## config.mk

```make
export PLATFORM = sky130hd
export DESIGN_NAME = periodic_oneshot_timer_table
export DESIGN_NICKNAME = d
export VERILOG_FILES = /design/src/design/tmt_pkg.sv /design/src/design/tmt_front.sv /design/src/design/tmt_queue.sv /design/src/design/tmt_back.sv /design/src/design/periodic_oneshot_timer_table.sv
export SDC_FILE = /design/constraint.sdc
export NUM_CORES = 2
export LEC_CHECK = 0
export BUFFER_PORTS_ARGS = -buffer_cell sky130_fd_sc_hd__buf_2
export CAP_MARGIN = 20
export CORE_UTILIZATION = 60
export CTS_CLUSTER_SIZE = 16
export DETAILED_ROUTE_END_ITERATION = 8
export PLACE_DENSITY = 0.77
export SKIP_LAST_GASP = 1
export SLEW_MARGIN = 10
export SYNTH_ARGS = -nofsm -noshare
export SYNTH_HDL_FRONTEND = slang
export SYNTH_HIERARCHICAL = 1
export SYNTH_SLANG_ARGS = --single-unit
```

## constraint.sdc

```tcl
create_clock -name clk_i -period 9.36 [get_ports clk_i]
set_clock_uncertainty 0.05 [all_clocks]
set_input_delay 0.468 -clock clk_i [delete_from_list [all_inputs] [get_ports clk_i]]
set_output_delay 0.468 -clock clk_i [all_outputs]
set_load 0.005 [all_outputs]
```

## src/design/tmt_pkg.sv

```systemverilog
`timescale 1ns / 1ps

package tmt_pkg;

  localparam int unsigned ID_W        = 8;
  localparam int unsigned TAG_W       = 8;
  localparam int unsigned TIME_W      = 32;
  localparam int unsigned CAP_W       = 5;
  localparam int unsigned CNT_OUT_W   = 5;
  localparam int unsigned OP_W        = 2;
  localparam int unsigned KIND_W      = 2;
  localparam int unsigned STATUS_W    = 2;

  localparam int unsigned IN_TDATA_W  = 88;
  localparam int unsigned OUT_TDATA_W = 24;

  localparam logic [CAP_W-1:0] CAP_RESET = 5'd16;

  // Cap on fired results per tick; further due entries wait for the next tick.
  localparam int unsigned RESULT_LIMIT = 16;
  localparam int unsigned FIRE_CNT_W   = $clog2(RESULT_LIMIT + 1);

  localparam int unsigned QUEUE_DEPTH = 2;
  localparam int unsigned QPTR_W      = $clog2(QUEUE_DEPTH);
  localparam int unsigned QCNT_W      = $clog2(QUEUE_DEPTH + 1);

  typedef enum logic [OP_W-1:0] {
    OP_ADD   = 2'd0,
    OP_START = 2'd1,
    OP_STOP  = 2'd2,
    OP_TICK  = 2'd3
  } op_e;

  typedef enum logic [KIND_W-1:0] {
    KIND_ADD_ACK  = 2'd0,
    KIND_FIRED    = 2'd1,
    KIND_CTRL_ACK = 2'd2
  } kind_e;

  typedef enum logic [STATUS_W-1:0] {
    STS_OK   = 2'd0,
    STS_DUP  = 2'd1,
    STS_FULL = 2'd2
  } status_e;

  typedef enum logic [1:0] {
    S_IDLE,
    S_SCAN,
    S_DONE
  } state_e;

  typedef struct packed {
    op_e               op;
    logic [ID_W-1:0]   event_id;
    logic [TIME_W-1:0] timeout_ms;
    logic              one_shot;
    logic [TAG_W-1:0]  handler_tag;
    logic [TIME_W-1:0] now_ms;
  } cmd_t;

  typedef struct packed {
    kind_e                kind;
    status_e              status;
    logic [ID_W-1:0]      fired_id;
    logic [TAG_W-1:0]     fired_tag;
    logic [CNT_OUT_W-1:0] entry_count;
    logic                 last;
  } res_t;

endpackage

```

## src/design/tmt_front.sv

```systemverilog
`timescale 1ns / 1ps

module tmt_front import tmt_pkg::*; #(
  parameter int unsigned MAX_ENTRIES = 16
) (
  input  logic                                   clk_i,
  input  logic                                   rst_ni,
  input  logic                                   cfg_we_i,
  input  logic [CAP_W-1:0]                       cfg_wdata_i,
  input  logic                                   s_axis_tvalid,
  output logic                                   s_axis_tready,
  input  logic [IN_TDATA_W-1:0]                  s_axis_tdata,
  input  logic [OP_W-1:0]                        s_axis_tuser,
  input  logic                                   q_full_i,
  output logic                                   q_push_o,
  output cmd_t                                   q_cmd_o,
  output logic [$clog2(MAX_ENTRIES+1)-1:0]       eff_cap_o
);

  localparam int unsigned VW = $clog2(MAX_ENTRIES + 1);

  logic [CAP_W-1:0] cap_q;

  always_ff @(posedge clk_i or negedge rst_ni) begin
    if (!rst_ni) begin
      cap_q <= CAP_RESET;
    end else if (cfg_we_i) begin
      cap_q <= cfg_wdata_i;
    end
  end

  // zero behaves as one, anything above the table size as the table size
  always_comb begin
    if (cap_q == '0) begin
      eff_cap_o = VW'(1);
    end else if (32'(cap_q) > MAX_ENTRIES) begin
      eff_cap_o = VW'(MAX_ENTRIES);
    end else begin
      eff_cap_o = VW'(cap_q);
    end
  end

  assign s_axis_tready = !q_full_i;
  assign q_push_o      = s_axis_tvalid && !q_full_i;

  always_comb begin
    q_cmd_o.op          = op_e'(s_axis_tuser);
    q_cmd_o.event_id    = s_axis_tdata[7:0];
    q_cmd_o.timeout_ms  = s_axis_tdata[39:8];
    q_cmd_o.one_shot    = s_axis_tdata[40];
    q_cmd_o.handler_tag = s_axis_tdata[48:41];
    q_cmd_o.now_ms      = s_axis_tdata[80:49];
  end

endmodule

```

## src/design/tmt_queue.sv

```systemverilog
`timescale 1ns / 1ps

module tmt_queue import tmt_pkg::*; (
  input  logic clk_i,
  input  logic rst_ni,
  input  logic push_i,
  input  cmd_t cmd_i,
  output logic full_o,
  input  logic pop_i,
  output logic valid_o,
  output cmd_t cmd_o
);

  cmd_t              buf_q [QUEUE_DEPTH];
  logic [QPTR_W-1:0] wr_ptr_q, rd_ptr_q;
  logic [QCNT_W-1:0] cnt_q;
  logic              do_push, do_pop;

  assign full_o  = (cnt_q == QCNT_W'(QUEUE_DEPTH));
  assign valid_o = (cnt_q != '0);
  assign cmd_o   = buf_q[rd_ptr_q];
  assign do_push = push_i && !full_o;
  assign do_pop  = pop_i && valid_o;

  always_ff @(posedge clk_i or negedge rst_ni) begin
    if (!rst_ni) begin
      wr_ptr_q <= '0;
      rd_ptr_q <= '0;
      cnt_q    <= '0;
    end else begin
      if (do_push) wr_ptr_q <= wr_ptr_q + 1'b1;
      if (do_pop)  rd_ptr_q <= rd_ptr_q + 1'b1;
      unique case ({do_push, do_pop})
        2'b10:   cnt_q <= cnt_q + 1'b1;
        2'b01:   cnt_q <= cnt_q - 1'b1;
        default: cnt_q <= cnt_q;
      endcase
    end
  end

  always_ff @(posedge clk_i) begin
    if (do_push) buf_q[wr_ptr_q] <= cmd_i;
  end

endmodule

```

## src/design/tmt_back.sv

```systemverilog
`timescale 1ns / 1ps

module tmt_back import tmt_pkg::*; #(
  parameter int unsigned MAX_ENTRIES = 16
) (
  input  logic                               clk_i,
  input  logic                               rst_ni,
  input  logic [$clog2(MAX_ENTRIES+1)-1:0]   eff_cap_i,
  input  logic                               q_valid_i,
  input  cmd_t                               q_cmd_i,
  output logic                               q_pop_o,
  output logic                               res_valid_o,
  input  logic                               res_ready_i,
  output res_t                               res_o
);

  localparam int unsigned VW = $clog2(MAX_ENTRIES + 1);
  localparam int unsigned CW = VW;
  localparam int unsigned IW = (MAX_ENTRIES > 1) ? $clog2(MAX_ENTRIES) : 1;

  // entry store, one array per field, read port registered
  logic [ID_W-1:0]   id_mem      [MAX_ENTRIES];
  logic [TAG_W-1:0]  tag_mem     [MAX_ENTRIES];
  logic [TIME_W-1:0] timeout_mem [MAX_ENTRIES];
  logic [TIME_W-1:0] stamp_mem   [MAX_ENTRIES];
  logic              shot_mem    [MAX_ENTRIES];

  logic [ID_W-1:0]   rd_id_q;
  logic [TAG_W-1:0]  rd_tag_q;
  logic [TIME_W-1:0] rd_timeout_q;
  logic [TIME_W-1:0] rd_stamp_q;
  logic              rd_shot_q;

  state_e                 state_q, state_d;
  logic [CW-1:0]          rd_cnt_q, rd_cnt_d;
  logic                   s1_vld_q, s1_vld_d;
  logic [IW-1:0]          s1_idx_q, s1_idx_d;
  logic                   dup_q, dup_d;
  logic                   found_q, found_d;
  logic [IW-1:0]          free_idx_q, free_idx_d;
  logic                   full_q, full_d;
  logic [FIRE_CNT_W-1:0]  fc_q, fc_d;
  logic                   pend_q, pend_d;
  logic [ID_W-1:0]        pend_id_q, pend_id_d;
  logic [TAG_W-1:0]       pend_tag_q, pend_tag_d;
  logic [CNT_OUT_W-1:0]   pend_cnt_q, pend_cnt_d;
  logic                   running_q, running_d;
  logic [MAX_ENTRIES-1:0] entry_valid_q, entry_valid_d;
  logic [VW-1:0]          vcnt_q, vcnt_d;
  cmd_t                   cmd_q;

  logic                   out_vld_q;
  res_t                   out_q;
  res_t                   out_res;
  logic                   out_load, out_free;

  logic [IW-1:0]          rd_idx;
  logic                   issue, rd_en, stall;
  logic                   ent_vld, fire, add_ok;
  logic [TIME_W:0]        due;
  logic                   ent_we, stamp_we;
  logic [IW-1:0]          stamp_waddr;
  logic [TIME_W-1:0]      stamp_wdata;

  assign rd_idx   = rd_cnt_q[IW-1:0];
  assign out_free = !out_vld_q || res_ready_i;
  assign ent_vld  = entry_valid_q[s1_idx_q];
  // 33-bit sum, no wrap
  assign due      = {1'b0, rd_timeout_q} + {1'b0, rd_stamp_q};
  assign fire     = s1_vld_q && (cmd_q.op == OP_TICK) && ent_vld &&
                    ({1'b0, cmd_q.now_ms} > due) &&
                    (fc_q < FIRE_CNT_W'(RESULT_LIMIT));
  assign add_ok   = !full_q && !dup_q;

  always_comb begin
    state_d       = state_q;
    rd_cnt_d      = rd_cnt_q;
    s1_vld_d      = s1_vld_q;
    s1_idx_d      = s1_idx_q;
    dup_d         = dup_q;
    found_d       = found_q;
    free_idx_d    = free_idx_q;
    full_d        = full_q;
    fc_d          = fc_q;
    pend_d        = pend_q;
    pend_id_d     = pend_id_q;
    pend_tag_d    = pend_tag_q;
    pend_cnt_d    = pend_cnt_q;
    running_d     = running_q;
    entry_valid_d = entry_valid_q;
    vcnt_d        = vcnt_q;
    q_pop_o       = 1'b0;
    issue         = 1'b0;
    rd_en         = 1'b0;
    stall         = 1'b0;
    ent_we        = 1'b0;
    stamp_we      = 1'b0;
    stamp_waddr   = s1_idx_q;
    stamp_wdata   = cmd_q.now_ms;
    out_load      = 1'b0;
    out_res.kind        = KIND_FIRED;
    out_res.status      = STS_OK;
    out_res.fired_id    = pend_id_q;
    out_res.fired_tag   = pend_tag_q;
    out_res.entry_count = pend_cnt_q;
    out_res.last        = 1'b0;

    unique case (state_q)
      S_IDLE: begin
        if (q_valid_i) begin
          q_pop_o  = 1'b1;
          rd_cnt_d = '0;
          s1_vld_d = 1'b0;
          dup_d    = 1'b0;
          found_d  = 1'b0;
          full_d   = 1'b0;
          fc_d     = '0;
          pend_d   = 1'b0;
          unique case (q_cmd_i.op)
            OP_ADD: begin
              // full wins over duplicate
              if (vcnt_q >= eff_cap_i) begin
                full_d  = 1'b1;
                state_d = S_DONE;
              end else begin
                state_d = S_SCAN;
              end
            end
            OP_START: state_d = S_SCAN;
            OP_STOP:  state_d = S_DONE;
            OP_TICK:  state_d = running_q ? S_SCAN : S_IDLE;
          endcase
        end
      end

      S_SCAN: begin
        issue = (rd_cnt_q != CW'(MAX_ENTRIES));
        if (s1_vld_q) begin
          unique case (cmd_q.op)
            OP_ADD: begin
              if (ent_vld && (rd_id_q == cmd_q.event_id)) dup_d = 1'b1;
              if (!ent_vld && !found_q) begin
                found_d    = 1'b1;
                free_idx_d = s1_idx_q;
              end
            end
            OP_START: begin
              if (ent_vld) stamp_we = 1'b1;
            end
            OP_TICK: begin
              if (fire) begin
                if (pend_q && !out_free) begin
                  stall = 1'b1;
                end else begin
                  // previous fire is not the last one: send it now
                  out_load   = pend_q;
                  pend_d     = 1'b1;
                  pend_id_d  = rd_id_q;
                  pend_tag_d = rd_tag_q;
                  fc_d       = fc_q + 1'b1;
                  if (rd_shot_q) begin
                    entry_valid_d[s1_idx_q] = 1'b0;
                    vcnt_d     = vcnt_q - 1'b1;
                    pend_cnt_d = CNT_OUT_W'(vcnt_q - 1'b1);
                  end else begin
                    stamp_we   = 1'b1;
                    pend_cnt_d = CNT_OUT_W'(vcnt_q);
                  end
                end
              end
            end
            default: ;
          endcase
        end
        if (!stall) begin
          rd_en    = issue;
          s1_vld_d = issue;
          s1_idx_d = rd_idx;
          if (issue) rd_cnt_d = rd_cnt_q + 1'b1;
          if (!issue && !s1_vld_q) state_d = S_DONE;
        end
      end

      S_DONE: begin
        out_res.fired_id    = '0;
        out_res.fired_tag   = '0;
        out_res.entry_count = CNT_OUT_W'(vcnt_q);
        out_res.last        = 1'b1;
        unique case (cmd_q.op)
          OP_ADD: begin
            out_res.kind = KIND_ADD_ACK;
            if (full_q) begin
              out_res.status = STS_FULL;
            end else if (dup_q) begin
              out_res.status = STS_DUP;
            end else begin
              out_res.status      = STS_OK;
              out_res.entry_count = CNT_OUT_W'(vcnt_q + 1'b1);
            end
            if (out_free) begin
              out_load = 1'b1;
              state_d  = S_IDLE;
              if (add_ok) begin
                ent_we        = 1'b1;
                stamp_we      = 1'b1;
                stamp_waddr   = free_idx_q;
                stamp_wdata   = '0;
                entry_valid_d[free_idx_q] = 1'b1;
                vcnt_d        = vcnt_q + 1'b1;
              end
            end
          end
          OP_START, OP_STOP: begin
            out_res.kind = KIND_CTRL_ACK;
            if (out_free) begin
              out_load  = 1'b1;
              running_d = (cmd_q.op == OP_START);
              state_d   = S_IDLE;
            end
          end
          OP_TICK: begin
            out_res.kind        = KIND_FIRED;
            out_res.fired_id    = pend_id_q;
            out_res.fired_tag   = pend_tag_q;
            out_res.entry_count = pend_cnt_q;
            if (!pend_q) begin
              state_d = S_IDLE;
            end else if (out_free) begin
              out_load = 1'b1;
              state_d  = S_IDLE;
            end
          end
        endcase
      end

      default: state_d = S_IDLE;
    endcase
  end

  always_ff @(posedge clk_i or negedge rst_ni) begin
    if (!rst_ni) begin
      state_q       <= S_IDLE;
      rd_cnt_q      <= '0;
      s1_vld_q      <= 1'b0;
      s1_idx_q      <= '0;
      dup_q         <= 1'b0;
      found_q       <= 1'b0;
      full_q        <= 1'b0;
      fc_q          <= '0;
      pend_q        <= 1'b0;
      running_q     <= 1'b0;
      entry_valid_q <= '0;
      vcnt_q        <= '0;
      out_vld_q     <= 1'b0;
    end else begin
      state_q       <= state_d;
      rd_cnt_q      <= rd_cnt_d;
      s1_vld_q      <= s1_vld_d;
      s1_idx_q      <= s1_idx_d;
      dup_q         <= dup_d;
      found_q       <= found_d;
      full_q        <= full_d;
      fc_q          <= fc_d;
      pend_q        <= pend_d;
      running_q     <= running_d;
      entry_valid_q <= entry_valid_d;
      vcnt_q        <= vcnt_d;
      if (out_load) begin
        out_vld_q <= 1'b1;
      end else if (res_ready_i) begin
        out_vld_q <= 1'b0;
      end
    end
  end

  always_ff @(posedge clk_i) begin
    if (q_pop_o) cmd_q <= q_cmd_i;
    free_idx_q <= free_idx_d;
    pend_id_q  <= pend_id_d;
    pend_tag_q <= pend_tag_d;
    pend_cnt_q <= pend_cnt_d;
    if (out_load) out_q <= out_res;
  end

  always_ff @(posedge clk_i) begin
    if (ent_we) begin
      id_mem[free_idx_q]      <= cmd_q.event_id;
      tag_mem[free_idx_q]     <= cmd_q.handler_tag;
      timeout_mem[free_idx_q] <= cmd_q.timeout_ms;
      shot_mem[free_idx_q]    <= cmd_q.one_shot;
    end
    if (stamp_we) stamp_mem[stamp_waddr] <= stamp_wdata;
    if (rd_en) begin
      rd_id_q      <= id_mem[rd_idx];
      rd_tag_q     <= tag_mem[rd_idx];
      rd_timeout_q <= timeout_mem[rd_idx];
      rd_stamp_q   <= stamp_mem[rd_idx];
      rd_shot_q    <= shot_mem[rd_idx];
    end
  end

  assign res_valid_o = out_vld_q;
  assign res_o       = out_q;

`ifndef SYNTH
  a_count_matches_valid: assert property (@(posedge clk_i) disable iff (!rst_ni)
    $countones(entry_valid_q) == 32'(vcnt_q))
    else $error("valid count out of step with valid bits");

  a_stall_needs_pending: assert property (@(posedge clk_i) disable iff (!rst_ni)
    stall |-> (pend_q && out_vld_q && !res_ready_i))
    else $error("scan stalled without a held result");

  a_fired_status_ok: assert property (@(posedge clk_i) disable iff (!rst_ni)
    (out_vld_q && out_q.kind == KIND_FIRED) |-> (out_q.status == STS_OK))
    else $error("fired result with nonzero status");

  a_scan_bound: assert property (@(posedge clk_i) disable iff (!rst_ni)
    32'(rd_cnt_q) <= MAX_ENTRIES)
    else $error("scan counter past table end");

  a_fire_limit: assert property (@(posedge clk_i) disable iff (!rst_ni)
    32'(fc_q) <= RESULT_LIMIT)
    else $error("too many fires in one tick");
`endif

endmodule

```

## src/design/periodic_oneshot_timer_table.sv

```systemverilog
`timescale 1ns / 1ps
// Timer table: add, start, stop and tick transactions pass a 2-deep command queue.
// Add (not full), start and running tick scan all MAX_ENTRIES slots through the registered
// memory read; output stalls can hold the scan; up to 16 fires per tick. Stop and full add
// skip the scan; a stopped tick gives no result. Each transaction finishes before the next.
// Async active-low reset clears valid bits, entry count, running flag and queue, and
// sets capacity to 16; entry memory is not cleared (no clearing pass).

module periodic_oneshot_timer_table import tmt_pkg::*; #(
  parameter int unsigned MAX_ENTRIES = 16
) (
  input  logic                   clk_i,
  input  logic                   rst_ni,
  input  logic                   cfg_we_i,
  input  logic [CAP_W-1:0]       cfg_wdata_i,
  input  logic                   s_axis_tvalid,
  output logic                   s_axis_tready,
  // event_id[7:0], timeout_ms[39:8], one_shot[40], handler_tag[48:41], now_ms[80:49]
  input  logic [IN_TDATA_W-1:0]  s_axis_tdata,
  // op[1:0]
  input  logic [OP_W-1:0]        s_axis_tuser,
  output logic                   m_axis_tvalid,
  input  logic                   m_axis_tready,
  // status[1:0], fired_id[9:2], fired_tag[17:10], entry_count[22:18]
  output logic [OUT_TDATA_W-1:0] m_axis_tdata,
  // kind[1:0]
  output logic [KIND_W-1:0]      m_axis_tuser,
  output logic                   m_axis_tlast
);

  localparam int unsigned VW = $clog2(MAX_ENTRIES + 1);

  logic          q_full, q_push, q_valid, q_pop;
  cmd_t          push_cmd, head_cmd;
  logic [VW-1:0] eff_cap;
  res_t          res;

  tmt_front #(.MAX_ENTRIES(MAX_ENTRIES)) u_front (
    .clk_i         (clk_i),
    .rst_ni        (rst_ni),
    .cfg_we_i      (cfg_we_i),
    .cfg_wdata_i   (cfg_wdata_i),
    .s_axis_tvalid (s_axis_tvalid),
    .s_axis_tready (s_axis_tready),
    .s_axis_tdata  (s_axis_tdata),
    .s_axis_tuser  (s_axis_tuser),
    .q_full_i      (q_full),
    .q_push_o      (q_push),
    .q_cmd_o       (push_cmd),
    .eff_cap_o     (eff_cap)
  );

  tmt_queue u_queue (
    .clk_i   (clk_i),
    .rst_ni  (rst_ni),
    .push_i  (q_push),
    .cmd_i   (push_cmd),
    .full_o  (q_full),
    .pop_i   (q_pop),
    .valid_o (q_valid),
    .cmd_o   (head_cmd)
  );

  tmt_back #(.MAX_ENTRIES(MAX_ENTRIES)) u_back (
    .clk_i       (clk_i),
    .rst_ni      (rst_ni),
    .eff_cap_i   (eff_cap),
    .q_valid_i   (q_valid),
    .q_cmd_i     (head_cmd),
    .q_pop_o     (q_pop),
    .res_valid_o (m_axis_tvalid),
    .res_ready_i (m_axis_tready),
    .res_o       (res)
  );

  assign m_axis_tdata = {1'b0, res.entry_count, res.fired_tag, res.fired_id, res.status};
  assign m_axis_tuser = res.kind;
  assign m_axis_tlast = res.last;

endmodule

```

==> results_dict.tcl <==
set metrics [dict create \
    status "completed" \
    yosysWarnings 6 \
    path_max_fanout 36 \
    vias 36300 \
    grt_max_degree 127 \
    synthCells 3796 \
    slew_headroom_pct 24.7 \
    wl_mm 157 \
    syn-cell-area_um2 69300 \
    cts_root_buffer "clkbuf_16" \
    io_pins 129 \
    worstSetupStartpointType "flip-flop" \
    first_global_vias 36000 \
    cp_top_family "compound AO/OA/AOI/OAI gates" \
    ctsResizeCount 0 \
    arrival_ps 7460 \
    top_layer "met5" \
    drive_gt1_share_pct 19.9 \
    p_comb_share_pct 22.4 \
    wl_met2_mm 76.8 \
    post-route-period-util_pct 75.8 \
    drc 0 \
    core-area_um2 114000 \
    cp_cell_sequence "ha_1 -> a21o_1 -> a21oi_1 -> o21ai_0 -> a41o_1 -> a2111oi_0 -> nor3_1 -> a21oi_1 -> mux2i_1 -> o311ai_0 -> ha_1 -> a2111oi_0 -> o21ai_0 -> a211oi_2 -> nor3_1 -> nand2b_1 -> nor2_4 -> buf_4" \
    synth_cell_types 77 \
    wire_per_inst_um 27.9 \
    cts_made_buffers 168 \
    htree_levels 4 \
    clk_path_buf_depth 3 \
    drv_cap 0 \
    synth_edf_count 1677 \
    first_iter_violations 4323 \
    worstSetupPathDepth 18 \
    antenna_found_initial 5 \
    critPathCaptureType "flip-flop" \
    leakage_uw 0.0256 \
    synthFlopType "edfxtp_1" \
    die_h_um 342 \
    start_util_pct 60.6 \
    grt_pass1_wl_mm 230 \
    reg2reg_depth 18 \
    critPathKind "flip-flop to flip-flop" \
    finalSetupTns_ps 0 \
    fin_nets 4176 \
    antenna_left 0 \
    clk_latency_ps 800 \
    cts_hold_buf 95 \
    synth_nets 3980 \
    ir_worst_vdd_uv 221 \
    fp.dieW_um 342 \
    die_area_um2 117000 \
    drv_slew 0 \
    ys_async_sr_fraction_pct 3.06 \
    overflow 0 \
    hold_depth 3 \
    firstDrtPassIters 5 \
    viasPerCell 6.43 \
    slowest_stage "a211oi_2" \
    rsz0062_at_grt "no" \
    cts_tree "done" \
    switching_share_pct 29.9 \
    syn_to_final_growth_pct 11.9 \
    internal_power_uw 16000 \
    place.gp.congestion 0.868 \
    port_buffers 120 \
    critPathBufInv 1 \
    fillCellCount 7089 \
    min_period_ps 7090 \
    synth.avg_cell_area_um2 18.2 \
    hold_viol 0 \
    worst_slew_pin_slew_ps 1130 \
    setup_viol_count_final 0 \
    row_count 124 \
    p_per_area_nw_per_um2 294 \
    synth-seq-cells 1730 \
    power_frac_clock_pct 28.2 \
    power_frac_seq_pct 49.4 \
    met3_length_mm 14.6 \
    p_sw_uw 6830 \
    slowest_delay_ps 900 \
    wl_met1_mm 60.8 \
    whs_ps 118 \
    cts.sinks 1730 \
    cp.required_ps 9730 \
    clkTransAtPathRegs_ps 60 \
    ys_seq_area_share_pct 74.6 \
    hold_class "input port to flip-flop" \
    hpwlAfterDp_mm 83.5 \
    max_freq_ghz 0.141 \
    grt_usage_pct 27.1 \
    cts_setup_buffers 0 \
]
-- cell type report --
type                            instances  area (µm²)  area share (%)
Inverter                               39         149           0.192
Antenna cell                            1        2.50         0.00323
Sequential cell                      1730       51700            66.7
Timing Repair Buffer                  287        2160            2.79
Clock inverter                         86         754           0.974
Tap cell                             1512        1890            2.44
Clock buffer                          215        4470            5.77
Multi-Input combinational cell       1766       16300            21.1
-- per-stage QoR --
step	std cells	utilization (%)	setup WS [ps]	total power (µW)	area (µm²)
after global routing	5635	67.8	1850	23700	77500
final	5636	67.8	2270	22800	77500
after floorplan	3796	-	941	14600	69300
after detailed placement	5237	62.3	2420	16400	71300
after global placement	5235	62.3	2480	16200	71200
after CTS	5633	67.7	2400	22900	77500
-- registers in the layout, indices dropped and copies added, names as in the netlist, 26 cells and up --
| register | count |
|---|---|
| u_back/stamp_mem | 512 |
| u_back/timeout_mem | 512 |
| u_queue/buf_q | 166 |
| u_back/id_mem | 128 |
| u_back/tag_mem | 128 |
| u_back/cmd_q | 83 |
| u_back/rd_stamp_q | 32 |
| u_back/rd_timeout_q | 32 |
| u_back/res_o | 26 |
-- power by group through the flow --
stage | clock network (µW) | logic [µW] | registers, µW
after global routing | 6810 | 5500 | 11400
after floorplan | 0 | 3750 | 10900
after CTS | 6510 | 5090 | 11300
after detailed placement | 0 | 5010 | 11400
after global placement | 0 | 4900 | 11300
final | 6440 | 5110 | 11300
-- cells in the mapped netlist (all sizes together) (5+ instances only) --
library cell | number | share of area (%)
o21ai | 205 | 1.5
nand3 | 26 | 0.19
and3 | 8 | 0.072
nor3 | 21 | 0.17
edfxtp | 1677 | 73
nand4 | 11 | 0.099
nor2b | 14 | 0.13
a31oi | 5 | 0.076
nand2b | 18 | 0.16
a22oi | 82 | 0.89
inv | 38 | 0.21
o211ai | 6 | 0.10
or2 | 6 | 0.054
xor2 | 29 | 0.37
a221oi | 82 | 1.1
nor2 | 69 | 0.37
buf | 126 | 1.2
o21a | 7 | 0.076
o41ai | 17 | 0.21
a21oi | 133 | 0.96
o31ai | 11 | 0.12
or3 | 9 | 0.081
mux2i | 248 | 3.6
nor4 | 16 | 0.14
xnor2 | 20 | 0.25
nand2 | 153 | 0.83
nor3b | 5 | 0.054
and2 | 54 | 0.49
mux4 | 167 | 5.4
ha | 83 | 1.5
clkbuf | 135 | 0.73
mux2 | 174 | 3.2
a21o | 32 | 0.35
dfrtp | 52 | 1.9
-- cell usage in the layout, fill, tap and decap left out, types with 9 or more instances in the layout --
cell           count
a21o_1            32
a21oi_1          132
a221oi_1          81
a22oi_1           82
and2_1            52
buf_2            121
buf_4             66
clkbuf_1          41
clkbuf_16        171
clkinv_1          36
clkinv_2          26
dfrtp_1           47
dlygate4sd3_1     95
edfxtp_1        1677
ha_1              83
inv_1             37
mux2_2           110
mux2_4            60
mux2i_1          248
mux4_2           165
nand2_1          152
nand2b_1          18
nand3_1           26
nand4_1           11
nor2_1            45
nor2_4            24
nor2b_1           13
nor3_1            20
nor4_2            10
o21ai_0          202
o31ai_1           11
o41ai_1           17
or3_1              9
xnor2_1           20
xor2_1            29
-- worst register-to-register path, cell delays in order, from the launching register on --
cell and delay [ps]:
edfxtp_1 430, ha_1 320, a21o_1 150, a21oi_1 260, o21ai_0 250, a41o_1 300, a2111oi_0 500, nor3_1 210
a21oi_1 340, mux2i_1 220, o311ai_0 180, ha_1 250, a2111oi_0 400, o21ai_0 210, a211oi_2 900, nor3_1 300
nand2b_1 360, nor2_4 560, buf_4 530
-- metal layers --
layer	vias up	global-route usage, %
met5	-	0
met4	4	9.81
met3	275	4.57
met2	1931	43.9
met1	18500	37.4
li1	15500	-
-- logic make-up (layout without fill, tap and decap cells) --
kind of cell | Yosys count | after routing | synth area share [%]
multiplexers | 589 | 589 | 12.2
AND/OR/NAND/NOR | 424 | 424 | 3.04
AO/OA/AOI/OAI | 619 | 619 | 5.82
other | 1 | 2 | 0.00541
adder cells (fa/ha/maj) | 84 | 84 | 1.53
flip-flops | 1730 | 1730 | 74.6
XOR/XNOR | 49 | 49 | 0.620
buffers and inverters | 300 | 627 | 2.18
-- worst paths after layout --
path,startpoint,end,slack (ps)
setup / recovery,u_back/rd_timeout_q[1],u_back/rd_timeout_q[11],2270
hold / removal,m_axis_tready,u_back/res_valid_o,120
setup reg to reg,u_back/rd_timeout_q[1],u_back/rd_timeout_q[11],2270
hold reg to reg,u_back/rd_tag_q[6],u_back/pend_tag_q[6],370
max in group asynchronous,rst_ni,u_back/rd_cnt_q[3],8400
min in group asynchronous,rst_ni,u_front/cap_q[3],300
(Power assumes the default switching activity.)
